$ cat src/rsri_pkg.sv
// ----------------------------------------------------------------------------
// rsri_pkg
// Shared widths, codes and sideband types for the ray segment / ring
// intersection pipeline.
// ----------------------------------------------------------------------------
package rsri_pkg;

    localparam int COORD_W     = 32;
    localparam int DIR_W       = 16;
    localparam int LEN_W       = 31;
    localparam int RAD_W       = 31;
    localparam int DIR_FRAC    = 14;
    localparam int T_FRAC      = 16;
    localparam int Q_W         = COORD_W + 1;
    localparam int MD_W        = Q_W + DIR_W;
    localparam int QD_W        = MD_W + 1;
    localparam int SQ_W        = 2 * Q_W - 1;
    localparam int QQ_W        = SQ_W + 1;
    localparam int R2_W        = 2 * RAD_W;
    localparam int QH_W        = QD_W - 32;
    localparam int HH_W        = 2 * QH_W;
    localparam int HL_W        = QH_W + 33;
    localparam int LL_W        = 64;
    localparam int DISC_W      = 99;
    localparam int SQ_IN_W     = DISC_W - 1;
    localparam int ROOT_W      = 49;
    localparam int T_W         = 51;
    localparam int LIM_W       = LEN_W + DIR_FRAC;
    localparam int TP_W        = LIM_W;
    localparam int TD_W        = TP_W + 1 + DIR_W;
    localparam int P_W         = 63;
    localparam int NUM_W       = P_W - 1;
    localparam int DEN_W       = RAD_W + DIR_FRAC;
    localparam int QUO_W       = 17;
    localparam int FRAC_W      = 17;
    localparam int SQ_STAGES   = ROOT_W;
    localparam int DIV_STAGES  = QUO_W;
    localparam int PIPE_DEPTH  = 6 + SQ_STAGES + 6 + DIV_STAGES + 1;
    localparam int IN_TDATA_W  = 128;
    localparam int OUT_TDATA_W = 56;
    localparam int CFG_IDX_W   = 2;
    localparam int CFG_DATA_W  = 32;

    localparam logic [RAD_W-1:0]      INNER_RADIUS_RST = RAD_W'(32768);
    localparam logic [RAD_W-1:0]      OUTER_RADIUS_RST = RAD_W'(65536);
    localparam logic [QUO_W-1:0]      NORM_POS_LIM     = QUO_W'(32767);
    localparam logic [QUO_W-1:0]      NORM_NEG_LIM     = QUO_W'(32768);
    localparam logic signed [DIR_W-1:0] NORM_MAX       = 16'sh7fff;
    localparam logic signed [DIR_W-1:0] NORM_MIN       = 16'sh8000;

    typedef enum logic [CFG_IDX_W-1:0] {
        REG_CENTER_X,
        REG_CENTER_Y,
        REG_INNER_RADIUS,
        REG_OUTER_RADIUS
    } cfg_reg_t;

    typedef struct packed {
        logic signed [Q_W-1:0]   qx;
        logic signed [Q_W-1:0]   qy;
        logic signed [DIR_W-1:0] dx;
        logic signed [DIR_W-1:0] dy;
        logic [LEN_W-1:0]        len;
        logic signed [QD_W-1:0]  qd;
        logic                    pos_o;
        logic                    pos_i;
    } sq_side_t;

    typedef struct packed {
        logic hit;
        logic neg_x;
        logic neg_y;
        logic ovf_x;
        logic ovf_y;
        logic den_zero;
    } dv_side_t;

    typedef struct packed {
        logic                    hit;
        logic [FRAC_W-1:0]       t_fraction;
        logic signed [DIR_W-1:0] normal_x;
        logic signed [DIR_W-1:0] normal_y;
    } result_t;

endpackage

$ cat src/rsri_div.sv
// ----------------------------------------------------------------------------
// rsri_div
// Pipelined restoring divider, one quotient bit per stage; the quotient is
// valid when the numerator is below the divisor shifted by the quotient width.
// ----------------------------------------------------------------------------
module rsri_div (
    input  logic                        clk,
    input  logic                        ce,
    input  logic [rsri_pkg::NUM_W-1:0]  num,
    input  logic [rsri_pkg::DEN_W-1:0]  den,
    output logic [rsri_pkg::QUO_W-1:0]  quo
);
    import rsri_pkg::*;

    logic [NUM_W-1:0] rem_reg  [DIV_STAGES];
    logic [DEN_W-1:0] den_reg  [DIV_STAGES];
    logic [QUO_W-1:0] quo_reg  [DIV_STAGES];
    logic [NUM_W-1:0] rem_next [DIV_STAGES];
    logic [QUO_W-1:0] quo_next [DIV_STAGES];

    always_comb
    begin
        logic [NUM_W-1:0] rem_src;
        logic [DEN_W-1:0] den_src;
        logic [QUO_W-1:0] quo_src;
        logic [NUM_W-1:0] dsh;
        for (int k = 0; k < DIV_STAGES; k++)
        begin
            rem_src = (k == 0) ? num : rem_reg[(k == 0) ? 0 : k - 1];
            den_src = (k == 0) ? den : den_reg[(k == 0) ? 0 : k - 1];
            quo_src = (k == 0) ? '0 : quo_reg[(k == 0) ? 0 : k - 1];
            dsh     = NUM_W'(den_src) << (QUO_W - 1 - k);
            if (rem_src >= dsh)
            begin
                rem_next[k] = rem_src - dsh;
                quo_next[k] = quo_src | (QUO_W'(1) << (QUO_W - 1 - k));
            end
            else
            begin
                rem_next[k] = rem_src;
                quo_next[k] = quo_src;
            end
        end
    end

    always_ff @(posedge clk)
    begin
        if (ce)
        begin
            rem_reg[0] <= rem_next[0];
            den_reg[0] <= den;
            quo_reg[0] <= quo_next[0];
            for (int k = 1; k < DIV_STAGES; k++)
            begin
                rem_reg[k] <= rem_next[k];
                den_reg[k] <= den_reg[k-1];
                quo_reg[k] <= quo_next[k];
            end
        end
    end

    assign quo = quo_reg[DIV_STAGES-1];

endmodule

$ cat config.mk
export PLATFORM = sky130hd
export DESIGN_NAME = rsri_div
export DESIGN_NICKNAME = d
export VERILOG_FILES = /design/src/rsri_pkg.sv /design/src/rsri_div.sv
export SDC_FILE = /design/constraint.sdc
export NUM_CORES = 2
export LEC_CHECK = 0
export BUFFER_PORTS_ARGS = -buffer_cell sky130_fd_sc_hd__buf_2
export CAP_MARGIN = 20
export CORE_ASPECT_RATIO = 1.75
export CORE_MARGIN = 2
export CORE_UTILIZATION = 65
export DETAILED_ROUTE_END_ITERATION = 8
export PLACE_DENSITY_LB_ADDON = 0.25
export SYNTH_ARGS = -nofsm -noshare
export SYNTH_HDL_FRONTEND = slang
export SYNTH_SLANG_ARGS = --single-unit
$ cat constraint.sdc
create_clock -name clk -period 5.31 [get_ports clk]
set_input_delay 0.531 -clock clk [delete_from_list [all_inputs] [get_ports clk]]
set_output_delay 0.531 -clock clk [all_outputs]
set_load 0.01 [all_outputs]
==> out/metrics.cfg <==
[critical_path]
cp_slowest_stage_delay_ns = 1.19
critPathKind = register to register
r2r-start = den_reg[0][540]
crit_family = compound AO/OA/AOI/OAI gates
reg2regPathDepth = 16
cpMaxStageDelayCell = a2111oi_1
path_cells = ha_1, inv_1, fa_1, a211oi_1, o211ai_1, nand3_1, a2111oi_1, o2111ai_1, nand4_1, a31oi_1, buf_4, o21a_1, o211ai_1, buf_4, nor4_1, xor2_1
path_buf_inv = 3
worstReg2RegEnd = rem_reg[0][865]
crit_required_ns = 5.86
worstSetupEndpointType = register
cp_max_fo = 4
crit_arrival_ns = 5.83
r2r_setup_slack_ns = 0.03
start_kind = register

[sta]
setup_viol = 0
clock_skew_ns = 0.0748
fin_crit_ns = 5.28
slew_viol_final = 0
fin_setup_tns_ns = 0
period_share = 0.994
holdWs_ns = 0.0501
maxSlewHeadroom = 0.135
rsz0062_at_grt = no
tightestPinTransition_ns = 1.29
hold_viol_final = 0
setup_slack_ns = 0.0317
fmax_ghz = 0.189

[placed_design]
dp.cells = 12900
dp_hpwl_um = 242000
routabilityCongestion = 1.01
place_area_um2 = 115000
pre_cts_ws_ns = 0.321
port_buffers = 125

[power_and_ir_drop]
p_sw_frac = 0.401
seqPwrFrac = 0.344
power.share.clock = 0.180
total_power_mw = 69.1
p_int_mw = 41.4
peakVddDrop_v = 0.000420
cellPowerDensity_nw_per_um2 = 570
leakage_nw = 48.7
pwr-share-comb = 0.475
p_sw_mw = 27.7

[floorplan]
core_um2 = 170000
io_pins = 126
start_util = 0.654
die-area_um2 = 174000
fp-row-count = 200
fp.dieH_um = 551
die_w_um = 316

[drt]
drtIter0Drc = 6309
drcViolationCount = 0
vias_per_cell = 6.36
firstDrtPassIters = 6
routedWlPerCell_um = 24.0
wl_um = 319000
antenna_left = 0
num_vias = 84700

[synthesis]
ys_types = 103
synth_cells = 10700
yosys_warnings = 0
syn_nets = 11600
synth_edf_count = 1865
synthFlopType = edfxtp_1
ys_seq_area_frac = 0.505
synth.avg_cell_area_um2 = 10.3
synth-seq-cells = 1865
synthArstFlopShare = 0
syn-cell-area_um2 = 111000

[finish]
syn_to_final_growth_pct = 9.37
design_area_um2 = 121000
fin_util = 0.715
finalNonFillerCells = 13300
drive_gt1_frac = 0.0717
largest_register_ffs = 992
final_common_cell = edfxtp_1
nets = 11800
layout_common_cells = edfxtp_1, a21oi_1, inv_1, nand2_1, o21ai_0

[job]
maxCapViolCount = 0

[clock_network]
cts_hold_buf = 68
cts_tree = yes
post_cts_buffers = 0
clkSlewWorstSetupHoldPaths_ns = 0.06
numCtsBuffers = 179
cts_sinks = 1865
htree_levels = 4
root_buffer = clkbuf_16
ctsLongestPathBuffers = 4
cts-resized-gates = 0
clock_latency_ns = 0.87

[min_path]
hold_depth = 2
min_to = rem_reg[0][34]
worstHoldStart = num[34]
holdCritPathClass = input port to register

[global_routing]
grtUsageTotal = 0.363
antenna_found_initial = 9
grt_pass1_wl_um = 480000
grt_max_degree = 160
grt_overflow = 0
grt_pass1_vias = 88900

[status]
status = complete, no violations

## worst max-delay path by stage
stage,start,end,slack [ns],depth (start not counted)
after CTS,rem_reg[0][49],rem_reg[0][87],0.33,11
after detailed placement,rem_reg[0][49],rem_reg[0][87],0.32,11
final,den_reg[0][540],rem_reg[0][865],0.03,16
after floorplan,rem_reg[0][76],rem_reg[0][163],1.64,16
after global routing,rem_reg[0][76],rem_reg[0][183],0.0006,18
after global placement,rem_reg[0][49],rem_reg[0][80],0.33,11
## synthesized netlist by cell type, drive strengths merged (49+ instances only)
| cell type | count | share of area |
|---|---|---|
| and3 | 73 | 0.0041 |
| nor2b | 102 | 0.0058 |
| nand4 | 215 | 0.012 |
| o21bai | 116 | 0.0079 |
| a21o | 432 | 0.029 |
| a31oi | 100 | 0.0058 |
| nand2 | 915 | 0.031 |
| a21oi | 1040 | 0.047 |
| o21a | 79 | 0.0053 |
| or3 | 49 | 0.0028 |
| o31ai | 53 | 0.0038 |
| buf | 73 | 0.0030 |
| inv | 995 | 0.034 |
| nor4 | 97 | 0.0059 |
| xor2 | 338 | 0.027 |
| clkbuf | 315 | 0.011 |
| nor2 | 674 | 0.023 |
| nand3 | 189 | 0.0085 |
| ha | 765 | 0.086 |
| a211oi | 71 | 0.0049 |
| edfxtp | 1865 | 0.50 |
| o21ai | 822 | 0.037 |
| nand2b | 99 | 0.0056 |
| xnor2 | 451 | 0.036 |
| mux2 | 94 | 0.0095 |
| nor3 | 160 | 0.0073 |
## power by group through the flow
stage	combinational, mW	sequential, mW	clock, mW
floorplan	22.9	23.2	0
global placement	30.8	23.8	0
detailed placement	31.8	23.9	0
CTS	32.1	23.7	12.5
global route	35.7	24.1	13.1
finish	32.9	23.8	12.5
## layout make-up
cell class                 count  area, um^2
inverter                     997        3740
multi-input combinational   7478       49800
antenna                       26        65.1
clock buffer                 221        4700
sequential                  1865       56000
tap                         2222        2780
clock inverter                92         828
timing repair buffer         414        3380
fill                       11600       48300
## layer usage
layer  share of wire  wire length [um]  GRT usage
met3           0.038             12000     0.0405
met2            0.56            179000      0.731
met5               0                 0          0
met4            0.13             42500      0.404
met1            0.27             85200      0.264
## cells by family after synthesis
group           share of synthesized area
flops                               0.505
mux                               0.00990
fa+ha+maj                          0.0892
compound gates                      0.168
xor+xnor                           0.0623
simple gates                        0.119
buf+inv                            0.0474
Power figures use the tool's default switching activity.
